## src/sv/sap_pkg.sv

```systemverilog
// Shared widths, register indexes, payload structs and helpers of the shelf atlas packer.
package sap_pkg;

	// Field widths of the request and response words.
	localparam int W_GLYPH  = 11;
	localparam int W_RES    = 13;
	localparam int W_ATLAS  = 13;
	localparam int W_POS    = 13;
	localparam int W_MARGIN = 12;

	// Internal widths of the margin arithmetic.
	localparam int W_EFFECT = 11;
	localparam int W_DIM    = 13;
	localparam int W_PAD    = 13;

	// Row markers are kept modulo 2^COORD_BITS.
	localparam int COORD_BITS = 14;
	// Alignment of the row markers; must be a power of two.
	localparam int ROW_ALIGN  = 4;

	localparam int W_ALIGNED = COORD_BITS + 1;
	localparam int W_SUM     = ((W_ALIGNED > W_PAD) ? W_ALIGNED : W_PAD) + 1;

	// Division by three through a reciprocal, exact for 12-bit dividends.
	localparam int W_HALF       = W_RES - 1;
	localparam int RECIP3_SHIFT = 13;
	localparam logic [W_HALF-1:0] RECIP3 = W_HALF'(2731);

	// Configuration register indexes.
	localparam int W_CFG_INDEX = 2;
	localparam logic [W_CFG_INDEX-1:0] CFG_ATLAS_WIDTH  = 2'd0;
	localparam logic [W_CFG_INDEX-1:0] CFG_ATLAS_HEIGHT = 2'd1;
	localparam logic [W_CFG_INDEX-1:0] CFG_DF_MODE      = 2'd2;

	localparam logic [W_ATLAS-1:0] ATLAS_SIZE_RESET = W_ATLAS'(1024);

	typedef struct packed {
		logic [W_MARGIN-1:0] margin;
		logic [W_PAD-1:0]    pad_w;
		logic [W_PAD-1:0]    pad_h;
	} sap_box_t;

	typedef struct packed {
		logic [W_ATLAS-1:0] atlas_width;
		logic [W_ATLAS-1:0] atlas_height;
	} sap_geom_t;

	typedef struct packed {
		logic                fits;
		logic [W_POS-1:0]    place_x;
		logic [W_POS-1:0]    place_y;
		logic [W_MARGIN-1:0] texel_margin;
	} sap_result_t;

	localparam logic [W_ALIGNED-1:0] ALIGN_ADD  = W_ALIGNED'(ROW_ALIGN - 1);
	localparam logic [W_ALIGNED-1:0] ALIGN_MASK = ~ALIGN_ADD;

	// Rounds a row marker up to the next multiple of ROW_ALIGN.
	function automatic logic [W_ALIGNED-1:0] align_up(input logic [COORD_BITS-1:0] v);
		return ({1'b0, v} + ALIGN_ADD) & ALIGN_MASK;
	endfunction

endpackage

```

## src/sv/sap_req_if.sv

```systemverilog
// Request channel of the shelf atlas packer: one glyph box per word.
interface sap_req_if;
	logic                         valid;
	logic                         ready;
	logic [sap_pkg::W_GLYPH-1:0] glyph_width;
	logic [sap_pkg::W_GLYPH-1:0] glyph_height;
	logic [sap_pkg::W_RES-1:0]   font_res_vertical;

	modport source (output valid, glyph_width, glyph_height, font_res_vertical, input ready);
	modport sink   (input valid, glyph_width, glyph_height, font_res_vertical, output ready);
endinterface

```

## src/sv/sap_rsp_if.sv

```systemverilog
// Response channel of the shelf atlas packer: one placement per word.
interface sap_rsp_if;
	logic                          valid;
	logic                          ready;
	logic                          fits;
	logic [sap_pkg::W_POS-1:0]    place_x;
	logic [sap_pkg::W_POS-1:0]    place_y;
	logic [sap_pkg::W_MARGIN-1:0] texel_margin;

	modport source (output valid, fits, place_x, place_y, texel_margin, input ready);
	modport sink   (input valid, fits, place_x, place_y, texel_margin, output ready);
endinterface

```

## src/sv/sap_margin.sv

```systemverilog
// Margin unit: effect margin, texel margin and padded box size of one glyph.
module sap_margin (
	input  logic [sap_pkg::W_GLYPH-1:0] glyph_width,
	input  logic [sap_pkg::W_GLYPH-1:0] glyph_height,
	input  logic [sap_pkg::W_RES-1:0]   font_res_vertical,
	input  logic                        df_mode,
	output sap_pkg::sap_box_t           box
);
	import sap_pkg::*;

	logic [W_HALF-1:0]      res_half;
	logic [2*W_HALF-1:0]    prod;
	logic [W_EFFECT-1:0]    res_sixth;
	logic [W_EFFECT-1:0]    effect;
	logic [W_GLYPH-1:0]     big_side;
	logic [W_DIM-1:0]       dim;
	logic [W_DIM-3:0]       quarter;
	logic [W_DIM-3:0]       base_margin;
	logic [W_MARGIN-1:0]    margin;

	// res/6 is taken as (res/2)/3, the third by a reciprocal multiply.
	assign res_half  = font_res_vertical[W_RES-1:1];
	assign prod      = res_half * RECIP3;
	assign res_sixth = prod[RECIP3_SHIFT +: W_EFFECT];

	always_comb begin
		if (!df_mode) begin
			effect = '0;
		end else if (res_sixth < W_EFFECT'(2)) begin
			effect = W_EFFECT'(2);
		end else begin
			effect = res_sixth;
		end
	end

	assign big_side = (glyph_width > glyph_height) ? glyph_width : glyph_height;
	assign dim      = W_DIM'(big_side) + (W_DIM'(effect) << 1);
	assign quarter  = dim[W_DIM-1:2];

	assign base_margin = (quarter < (W_DIM-2)'(2)) ? (W_DIM-2)'(2) : quarter;
	assign margin      = W_MARGIN'(base_margin) + W_MARGIN'(effect);

	assign box.margin = margin;
	assign box.pad_w  = W_PAD'(glyph_width) + (W_PAD'(margin) << 1);
	assign box.pad_h  = W_PAD'(glyph_height) + (W_PAD'(margin) << 1);

endmodule

```

## src/sv/sap_place.sv

```systemverilog
// Placement unit: row markers and the shelf fit decision for one padded box.
module sap_place (
	input  logic                clk,
	input  logic                arst_n,
	input  logic                commit,
	input  sap_pkg::sap_box_t   box,
	input  sap_pkg::sap_geom_t  geom,
	output sap_pkg::sap_result_t result
);
	import sap_pkg::*;

	logic [COORD_BITS-1:0] row_base_q;
	logic [COORD_BITS-1:0] row_fill_q;
	logic [COORD_BITS-1:0] row_top_q;

	logic [W_ALIGNED-1:0] ax;
	logic [W_ALIGNED-1:0] ay;
	logic [W_ALIGNED-1:0] az;

	logic [W_SUM-1:0] pw_x;
	logic [W_SUM-1:0] ph_x;
	logic [W_SUM-1:0] m_x;
	logic [W_SUM-1:0] tw_x;
	logic [W_SUM-1:0] th_x;

	logic             fit_cur;
	logic             fit_new;
	logic [W_SUM-1:0] px_cur;
	logic [W_SUM-1:0] py_cur;
	logic [W_SUM-1:0] fill_cur;
	logic [W_SUM-1:0] top_cur;
	logic             grow;
	logic [W_SUM-1:0] py_new;
	logic [W_SUM-1:0] fill_new;
	logic [W_SUM-1:0] top_new;

	assign ax = align_up(row_fill_q);
	assign ay = align_up(row_top_q);
	assign az = align_up(row_base_q);

	assign pw_x = W_SUM'(box.pad_w);
	assign ph_x = W_SUM'(box.pad_h);
	assign m_x  = W_SUM'(box.margin);
	assign tw_x = W_SUM'(geom.atlas_width);
	assign th_x = W_SUM'(geom.atlas_height);

	// All operands are non-negative, so the free space compares are done as
	// sums against the atlas size.
	assign fit_cur = (pw_x + W_SUM'(ax) <= tw_x) && (ph_x + W_SUM'(az) <= th_x);
	assign fit_new = (pw_x <= tw_x) && (ph_x + W_SUM'(row_top_q) <= th_x);

	assign px_cur   = W_SUM'(ax) + m_x;
	assign py_cur   = W_SUM'(az) + m_x;
	assign fill_cur = px_cur + pw_x;
	// The tallest-box test uses the unrounded row base.
	assign top_cur  = W_SUM'(row_base_q) + ph_x;
	assign grow     = top_cur > W_SUM'(row_top_q);

	assign py_new   = W_SUM'(ay) + m_x;
	assign fill_new = m_x + pw_x;
	assign top_new  = W_SUM'(ay) + ph_x;

	always_comb begin
		result.texel_margin = box.margin;
		if (fit_cur) begin
			result.fits    = 1'b1;
			result.place_x = px_cur[W_POS-1:0];
			result.place_y = py_cur[W_POS-1:0];
		end else if (fit_new) begin
			result.fits    = 1'b1;
			result.place_x = m_x[W_POS-1:0];
			result.place_y = py_new[W_POS-1:0];
		end else begin
			result.fits    = 1'b0;
			result.place_x = '0;
			result.place_y = '0;
		end
	end

	always_ff @(posedge clk or negedge arst_n) begin
		if (!arst_n) begin
			row_base_q <= '0;
			row_fill_q <= '0;
			row_top_q  <= '0;
		end else if (commit) begin
			if (fit_cur) begin
				row_fill_q <= fill_cur[COORD_BITS-1:0];
				if (grow) begin
					row_top_q <= top_cur[COORD_BITS-1:0];
				end
			end else if (fit_new) begin
				row_base_q <= ay[COORD_BITS-1:0];
				row_fill_q <= fill_new[COORD_BITS-1:0];
				row_top_q  <= top_new[COORD_BITS-1:0];
			end
		end
	end

endmodule

```

## src/sv/shelf_atlas_packer_unit.sv

```systemverilog
// Top level of the shelf atlas packer: configuration registers, pipeline and handshakes.

// The packer places glyph boxes into a texture atlas row by row (shelf packing).
// Each request word carries a glyph width, height and vertical font resolution;
// each yields exactly one response word with a fit flag, the glyph origin and the
// texel margin that pads the glyph on every side. The block takes one word per
// clock cycle while the response side is not stalled. Each word passes a request
// register, a margin stage register (after one 12 by 12 bit multiply for the effect
// margin) and the response register that the placement stage loads. The row markers
// are updated in the same cycle as the response register is loaded, which is what
// holds the rate at one word per cycle while responses are taken. Each stage has its
// own valid bit, so the channel keeps taking words while a finished response waits;
// ready falls only when all three stages are full and the response is not being
// taken. A box that does not fit returns fits low with a zero position and leaves the
// row markers as they were. The atlas size (reset 1024 by 1024) and the distance
// field mode (reset greyscale) are to be written through the configuration port only
// while no word is in flight; the block itself does not enforce this.
module shelf_atlas_packer_unit (
	input  logic                             clk,
	input  logic                             arst_n,
	input  logic                             cfg_we,
	input  logic [sap_pkg::W_CFG_INDEX-1:0] cfg_index,
	input  logic [sap_pkg::W_ATLAS-1:0]     cfg_data,
	sap_req_if.sink                          req,
	sap_rsp_if.source                        rsp
);
	import sap_pkg::*;

	// Configuration registers.
	logic [W_ATLAS-1:0] atlas_width_q;
	logic [W_ATLAS-1:0] atlas_height_q;
	logic               df_mode_q;

	// Request register.
	logic               valid_s1;
	logic [W_GLYPH-1:0] glyph_width_s1;
	logic [W_GLYPH-1:0] glyph_height_s1;
	logic [W_RES-1:0]   font_res_s1;

	// Margin stage register.
	logic     valid_s2;
	sap_box_t box_s2;

	// Response register.
	logic        rsp_valid_q;
	sap_result_t rsp_q;

	sap_box_t    box_d;
	sap_geom_t   geom;
	sap_result_t result_d;

	logic ready_s1;
	logic ready_s2;
	logic ready_out;
	logic commit;

	always_ff @(posedge clk or negedge arst_n) begin
		if (!arst_n) begin
			atlas_width_q  <= ATLAS_SIZE_RESET;
			atlas_height_q <= ATLAS_SIZE_RESET;
			df_mode_q      <= 1'b0;
		end else if (cfg_we) begin
			unique case (cfg_index)
				CFG_ATLAS_WIDTH:  atlas_width_q  <= cfg_data;
				CFG_ATLAS_HEIGHT: atlas_height_q <= cfg_data;
				CFG_DF_MODE:      df_mode_q      <= cfg_data[0];
				default:          ;
			endcase
		end
	end

	// Each stage may load when it is empty or its word moves on in this cycle.
	assign ready_out = !rsp_valid_q || rsp.ready;
	assign ready_s2  = !valid_s2 || ready_out;
	assign ready_s1  = !valid_s1 || ready_s2;
	assign commit    = valid_s2 && ready_out;

	assign req.ready = ready_s1;

	always_ff @(posedge clk or negedge arst_n) begin
		if (!arst_n) begin
			valid_s1 <= 1'b0;
		end else if (ready_s1) begin
			valid_s1 <= req.valid;
		end
	end

	always_ff @(posedge clk) begin
		if (ready_s1 && req.valid) begin
			glyph_width_s1  <= req.glyph_width;
			glyph_height_s1 <= req.glyph_height;
			font_res_s1     <= req.font_res_vertical;
		end
	end

	sap_margin u_margin (
		.glyph_width       (glyph_width_s1),
		.glyph_height      (glyph_height_s1),
		.font_res_vertical (font_res_s1),
		.df_mode           (df_mode_q),
		.box               (box_d)
	);

	always_ff @(posedge clk or negedge arst_n) begin
		if (!arst_n) begin
			valid_s2 <= 1'b0;
		end else if (ready_s2) begin
			valid_s2 <= valid_s1;
		end
	end

	always_ff @(posedge clk) begin
		if (ready_s2 && valid_s1) begin
			box_s2 <= box_d;
		end
	end

	assign geom.atlas_width  = atlas_width_q;
	assign geom.atlas_height = atlas_height_q;

	// The row markers move on the same edge that loads the response register.
	sap_place u_place (
		.clk    (clk),
		.arst_n (arst_n),
		.commit (commit),
		.box    (box_s2),
		.geom   (geom),
		.result (result_d)
	);

	always_ff @(posedge clk or negedge arst_n) begin
		if (!arst_n) begin
			rsp_valid_q <= 1'b0;
		end else if (ready_out) begin
			rsp_valid_q <= valid_s2;
		end
	end

	always_ff @(posedge clk) begin
		if (commit) begin
			rsp_q <= result_d;
		end
	end

	assign rsp.valid        = rsp_valid_q;
	assign rsp.fits         = rsp_q.fits;
	assign rsp.place_x      = rsp_q.place_x;
	assign rsp.place_y      = rsp_q.place_y;
	assign rsp.texel_margin = rsp_q.texel_margin;

	// Back-pressure on the request side only when every stage holds a word.
	a_ready_low_only_when_full: assert property (
		@(posedge clk) disable iff (!arst_n)
		!req.ready |-> (valid_s1 && valid_s2 && rsp_valid_q && !rsp.ready)
	) else $error("request ready low while the pipeline has room");

	// A word in the margin stage is kept while the response is stalled.
	a_s2_holds_on_stall: assert property (
		@(posedge clk) disable iff (!arst_n)
		(valid_s2 && rsp_valid_q && !rsp.ready) |=> (valid_s2 && $stable(box_s2))
	) else $error("margin stage word lost during a response stall");

	// The row markers are only advanced when a response word is loaded.
	a_commit_loads_response: assert property (
		@(posedge clk) disable iff (!arst_n)
		commit |=> rsp_valid_q
	) else $error("placement committed without a response word");

endmodule

```

## src/flat_wrapper.sv

```systemverilog
// flat-port wrapper written by rule: the top's interface ports become plain ports
module shelf_atlas_packer_unit_flat import sap_pkg::*;
  (clk, arst_n, cfg_we, cfg_index, cfg_data, req_valid, req_glyph_width, req_glyph_height, req_font_res_vertical, req_ready, rsp_valid, rsp_fits, rsp_place_x, rsp_place_y, rsp_texel_margin, rsp_ready);
  sap_req_if req_i ();
  sap_rsp_if rsp_i ();
  input  logic clk;
  input  logic arst_n;
  input  logic cfg_we;
  input  logic [sap_pkg::W_CFG_INDEX-1:0] cfg_index;
  input  logic [sap_pkg::W_ATLAS-1:0] cfg_data;
  input wire logic [$bits(req_i.valid)-1:0] req_valid;
  input wire logic [$bits(req_i.glyph_width)-1:0] req_glyph_width;
  input wire logic [$bits(req_i.glyph_height)-1:0] req_glyph_height;
  input wire logic [$bits(req_i.font_res_vertical)-1:0] req_font_res_vertical;
  output wire logic [$bits(req_i.ready)-1:0] req_ready;
  output wire logic [$bits(rsp_i.valid)-1:0] rsp_valid;
  output wire logic [$bits(rsp_i.fits)-1:0] rsp_fits;
  output wire logic [$bits(rsp_i.place_x)-1:0] rsp_place_x;
  output wire logic [$bits(rsp_i.place_y)-1:0] rsp_place_y;
  output wire logic [$bits(rsp_i.texel_margin)-1:0] rsp_texel_margin;
  input wire logic [$bits(rsp_i.ready)-1:0] rsp_ready;
  assign req_i.valid = req_valid;
  assign req_i.glyph_width = req_glyph_width;
  assign req_i.glyph_height = req_glyph_height;
  assign req_i.font_res_vertical = req_font_res_vertical;
  assign req_ready = req_i.ready;
  assign rsp_valid = rsp_i.valid;
  assign rsp_fits = rsp_i.fits;
  assign rsp_place_x = rsp_i.place_x;
  assign rsp_place_y = rsp_i.place_y;
  assign rsp_texel_margin = rsp_i.texel_margin;
  assign rsp_i.ready = rsp_ready;
  shelf_atlas_packer_unit u_core (.clk(clk), .arst_n(arst_n), .cfg_we(cfg_we), .cfg_index(cfg_index), .cfg_data(cfg_data), .req(req_i), .rsp(rsp_i));
endmodule
```

## config.mk

```make
export PLATFORM = sky130hd
export DESIGN_NAME = shelf_atlas_packer_unit_flat
export DESIGN_NICKNAME = d
export VERILOG_FILES = /design/src/sv/sap_pkg.sv /design/src/sv/sap_req_if.sv /design/src/sv/sap_rsp_if.sv /design/src/sv/sap_margin.sv /design/src/sv/sap_place.sv /design/src/sv/shelf_atlas_packer_unit.sv /design/src/flat_wrapper.sv
export SDC_FILE = /design/constraint.sdc
export NUM_CORES = 1
export LEC_CHECK = 0
export BUFFER_PORTS_ARGS = -buffer_cell sky130_fd_sc_hd__buf_2
export CORE_UTILIZATION = 53
export CTS_CLUSTER_DIAMETER = 150
export DETAILED_ROUTE_END_ITERATION = 8
export GPL_TIMING_DRIVEN = 0
export PLACE_DENSITY_LB_ADDON = 0.2
export SYNTH_ARGS = -nofsm -noshare
export SYNTH_HDL_FRONTEND = slang
export SYNTH_SLANG_ARGS = --single-unit
```

## constraint.sdc

```tcl
create_clock -name clk -period 9.15 [get_ports clk]
set_clock_uncertainty 0.05 [all_clocks]
set_input_delay 0.915 -clock clk [delete_from_list [all_inputs] [get_ports clk]]
set_output_delay 0.915 -clock clk [all_outputs]
set_load 0.03 [all_outputs]
```

# After elaboration in Yosys (flattened, before gate mapping)
# Index checks and enable logic that the tools add are counted.
dict set report op_classes {
  n_addsub 17
  n_mul 1
  magnitude_cmp 8
  eq_ne 3
  mux 11
  bitwise 1
  n_reduce_logical 19
}
# operator n
set ops {}
lappend ops {{14-bit 2-to-1 mux} 5}
lappend ops {{11-bit 2-to-1 mux} 4}
lappend ops {{13-bit by 15-bit adder with 16-bit output} 2}
lappend ops {{16-bit by 13-bit <= comparator with 1-bit output} 2}
lappend ops {{14-bit by 2-bit adder with 15-bit output (second input constant)} 2}
lappend ops {{14-bit by 13-bit adder with 14-bit output} 2}
lappend ops {{27-bit 2-to-1 mux} 1}
lappend ops {{11-bit by 13-bit adder with 13-bit output} 2}
lappend ops {{13-bit by 12-bit adder with 13-bit output} 2}
lappend ops {{26-bit 2-to-1 mux} 1}
lappend ops {{12-bit by 12-bit multiplier with 24-bit output (second input constant)} 1}
lappend ops {{11-bit by 2-bit less-than comparator with 1-bit output (second input constant)} 2}
lappend ops {{13-bit by 14-bit adder with 15-bit output} 1}
lappend ops {{14-bit by 13-bit adder with 15-bit output} 1}
lappend ops {{15-bit by 14-bit > comparator with 1-bit output} 1}
lappend ops {{15-bit by 13-bit <= comparator with 1-bit output} 1}
lappend ops {{12-bit by 13-bit adder with 14-bit output} 1}
lappend ops {{14-bit by 12-bit adder with 14-bit output} 1}
lappend ops {{14-bit by 2-bit adder with 14-bit output (second input constant)} 1}
lappend ops {{11-bit by 12-bit adder with 13-bit output} 1}
lappend ops {{13-bit <= comparator} 1}
lappend ops {{11-bit by 11-bit adder with 12-bit output} 1}
lappend ops {{11-bit > comparator} 1}
lappend ops {{2-bit AND reduction} 4}
lappend ops {{other kinds (10)} 19}
dict set report totals {
  register_bits 182
  input_bits 55
  out_inout_bits 41
  wordCells 79
}

# Depth between registers and ports, before layout
dict set report logic_depth {
  depth_word 9
  depth_mapped 47
  depth_no_buf 45
}

# By module
# A second synthesis with hierarchy kept.
dict set report hier_totals {
  hier_cells 1724
  hier_area_um2 17495.5
}
# mod instances cells_per_inst area_each_um2 seq_area_each_um2
set by_module_without_submodules {}
lappend by_module_without_submodules {sap_place 1 888 7612.3 1001.0}
lappend by_module_without_submodules {sap_margin 1 653 5333.9 0.0}
lappend by_module_without_submodules {shelf_atlas_packer_unit 1 183 4549.4 4116.4}

# Least setup slack after synthesis
# No wires, ideal clock.
dict set report synth_timing {
  path_kind {register -> register}
  from {reg u_core.font_res_s1[2]}
  to {reg u_core.box_s2[12] in the netlist's numbering (data pin)}
  setup_time_ns 0.263
  arrival_time_ns 9.334
  required_ns 8.837
  slack_ns -0.498
  stages_incl_launch_ff 44
  n_path_buf 0
  period_less_slack_ns 9.648
  path_cell_list {edfxtp_1 ha_1 fa_1 inv_1 fa_1 inv_1 fa_1 inv_1 fa_1 inv_1 ha_1 and4_1 and3_1 a221oi_4 o31ai_4 xnor2_1 or4b_1 o21ai_1 [... 8 more ...] nor4_2 and2b_4 nor2_1 xnor2_1 ha_1 nor3b_1 a31oi_1 o21ai_1 o211ai_1 a21oi_1 o41ai_2 xor2_1 ha_1 a21oi_1 o21ai_0 a21oi_1 a21oi_1 xnor2_1}
}
# item line
set synth_lines {}
lappend synth_lines {{start: declaration} shelf_atlas_packer_unit.sv:38} ;# logic [W_RES-1:0] font_res_s1;
lappend synth_lines {{start signal: assignment} shelf_atlas_packer_unit.sv:92} ;# font_res_s1 <= req.font_res_vertical;
lappend synth_lines {{end signal: assignment} shelf_atlas_packer_unit.sv:114} ;# box_s2 <= box_d;
lappend synth_lines {{end: declaration} shelf_atlas_packer_unit.sv:42} ;# sap_box_t box_s2;

==> flow_metrics.tcl <==
set metrics [dict create \
    status "finished, violations left" \
    failed_checks "setup timing" \
    ioPinCount 96 \
    place.gp.congestion 0.913 \
    slew_headroom_pct 7.20 \
    grt_max_degree 42 \
    clock_latency_ns 0.45 \
    cp-end-kind "flip-flop" \
    synth_area_leaders "ha_1, edfxtp_1, dfrtp_1" \
    wl_met2_um 21900 \
    stdcell_count 2403 \
    dp_cells 2320 \
    synth.cell_area_um2 17200 \
    vias_per_cell 5.65 \
    grt_overflow 0 \
    rsz0062_at_grt "true" \
    yosys_warnings 0 \
    drtAntennaViolNets 0 \
    grt_pass1_wl_um 70200 \
    dpl.hpwl_um 35500 \
    remaining_drc_errors 0 \
    clkTransAtPathRegs_ns 0.08 \
    cp.arrival_ns 9.92 \
    die_w_um 182 \
    worst-setup-path-type "reg -> reg" \
    final_cell_mix "ha_1, inv_1, a21oi_1, nand2_1, edfxtp_1" \
    grt_usage_pct 27.1 \
    min_path_type "in -> async" \
    drtIter0Drc 742 \
    synth_top_area_cell "ha_1" \
    fin_ws_ns -0.630 \
    nNetsFinal 2336 \
    r2r_setup_slack_ns -0.63 \
    synth_edf_count 109 \
    worst_slew_pin_slew_ns 1.36 \
    max_freq_mhz 102 \
    tns_ns -4.62 \
    critPathMaxStageDelay_ns 0.57 \
    async_flop_share_pct 39.1 \
    clockBufferDepth 2 \
    clock-sinks 179 \
    fp.dieArea_um2 33300 \
    cts_tree "done" \
    synth_nets 2171 \
    coreArea_um2 31800 \
    drt-total-wl_um 43700 \
    start_util_pct 54.2 \
    avgRoutedWirePerCell_um 18.2 \
    startpoint_type "flip-flop" \
    yosys.area.top_type_share_pct 20.2 \
    crit_path_start "u_core.font_res_s1[4]" \
    ys_ff_latch 179 \
    topRoutingLayerUsed "met4" \
    period_share_pct 107 \
    h-tree-depth 4 \
    portBuffers 94 \
    period_minus_slack_ns 9.78 \
    synth.avg_cell_area_um2 9.63 \
    synth_cell_types 80 \
    cp_slowest_cell "or4b_4" \
    layout-drive-gt1-share_pct 18.1 \
    cts_buffers 17 \
    cts_hold_buf 0 \
    ys_seq_area_share_pct 29.2 \
    cap_violations 0 \
    slew_violations 0 \
    row_count 65 \
    synth_flop_cell "edfxtp_1" \
    setup_viol 13 \
    area_growth_pct 15.9 \
    antenna_found_initial 0 \
    syn_inst 1790 \
    first_pass_iters 6 \
    num_vias 13566 \
    required_ns 9.29 \
    met3_wirelength_um 1370 \
    num_antenna_cells 0 \
    r2r_start "u_core.font_res_s1[4]" \
    first_global_vias 13514 \
    final-hold-violation-count 0 \
    wl_met1_um 19300 \
    cp_max_fo 5 \
    layout_commonest_cell "ha_1" \
    fp.dieH_um 182 \
    root_buffer "clkbuf_16" \
]
[metal layers]
metal | track usage (%) | up-vias
met5 | 0 | -
met2 | 48.7 | 292
met1 | 33.9 | 6488
met3 | 2.79 | 51
li1 | - | 6735
met4 | 9.14 | 0
[timing repair]
action / in CTS / in global routing
buffers inserted: 39 / 12
gates resized for setup: 72 / 37
pin swaps: 40 / 22
gates cloned: 0 / 0
setup endpoints to repair: 25 / 19
[stage by stage]
step / utilization, % / setup WS (ns) / instance area, um2 / hold WS (ns)
after floorplan: - / -0.0198 / 17400 / 0.376
after global placement: 57.8 / -1.74 / 18400 / 0.395
after detailed placement: 57.9 / -1.76 / 18400 / 0.400
after CTS: 61.8 / -0.472 / 19700 / 0.335
after global routing: 62.8 / -1.05 / 20000 / 0.352
final: 62.8 / -0.630 / 20000 / 0.335
[Yosys cell counts, types with 21 or more instances]
cell type,instances
ha_1,278
inv_1,212
a21oi_1,151
nand2_1,118
xnor2_1,111
edfxtp_1,109
o21ai_0,85
nor2_1,80
dfrtp_1,68
a21o_1,57
fa_1,48
mux2_2,45
o21bai_1,45
xor2_1,37
mux2i_1,25
nand4_1,25
nand3_1,24
clkbuf_1,21
[registers in the layout, summed over array words and instances, names as in the netlist, 11 cells and up]
name	flops
u_core.atlas_height_q	13
u_core.atlas_width_q	13
u_core.box_s2	38
u_core.font_res_s1	12
u_core.glyph_height_s1	11
u_core.glyph_width_s1	11
u_core.rsp.place_x	11
u_core.rsp.place_y	13
u_core.rsp.texel_margin	12
u_core.u_place.row_base_q	12
u_core.u_place.row_fill_q	14
u_core.u_place.row_top_q	14
[layout make-up]
| class | count | area, um2 |
|---|---|---|
| multi-input combinational | 1364 | 12000 |
| inverter | 213 | 802 |
| sequential | 179 | 5030 |
| clock buffer | 18 | 439 |
| buffer | 34 | 151 |
| timing repair buffer | 146 | 911 |
| clock inverter | 14 | 133 |
| fill | 2625 | 11800 |
| tap | 435 | 544 |
[path summary, 6_finish.rpt]
check | end | cells after the start
worst min-delay path | u_core.atlas_height_q[11] | 1
worst min register to register | u_core.box_s2[13] | 0
max in group asynchronous | u_core.u_place.row_fill_q[12] | 2
worst max register to register | u_core.box_s2[25] | 44
worst max-delay path | u_core.box_s2[25] | 44
min in group clk | u_core.box_s2[13] | 0
[worst max-delay path: cells and delay by family, from the launching register on]
kind / cells / cell delay (ns)
AO/OA/AOI/OAI: 19 / 3.08
XOR/XNOR: 4 / 0.80
adder cells (fa/ha/maj): 9 / 3.16
buffers and inverters: 6 / 0.58
flip-flops: 1 / 0.52
AND/OR/NAND/NOR: 6 / 1.34
[cell families after synthesis]
logic type               after synthesis  share of synthesized area (%)
flip-flops                           179                           29.2
AO/OA/AOI/OAI                        457                           17.2
buffers and inverters                247                           5.48
XOR/XNOR                             148                           7.52
AND/OR/NAND/NOR                      358                           10.2
adder cells (fa/ha/maj)              330                           26.0
multiplexers                          71                           4.46
Power is left out: the tool's default activity adds up to more than one toggle a clock period on the data nets, which glitch-free logic cannot reach.
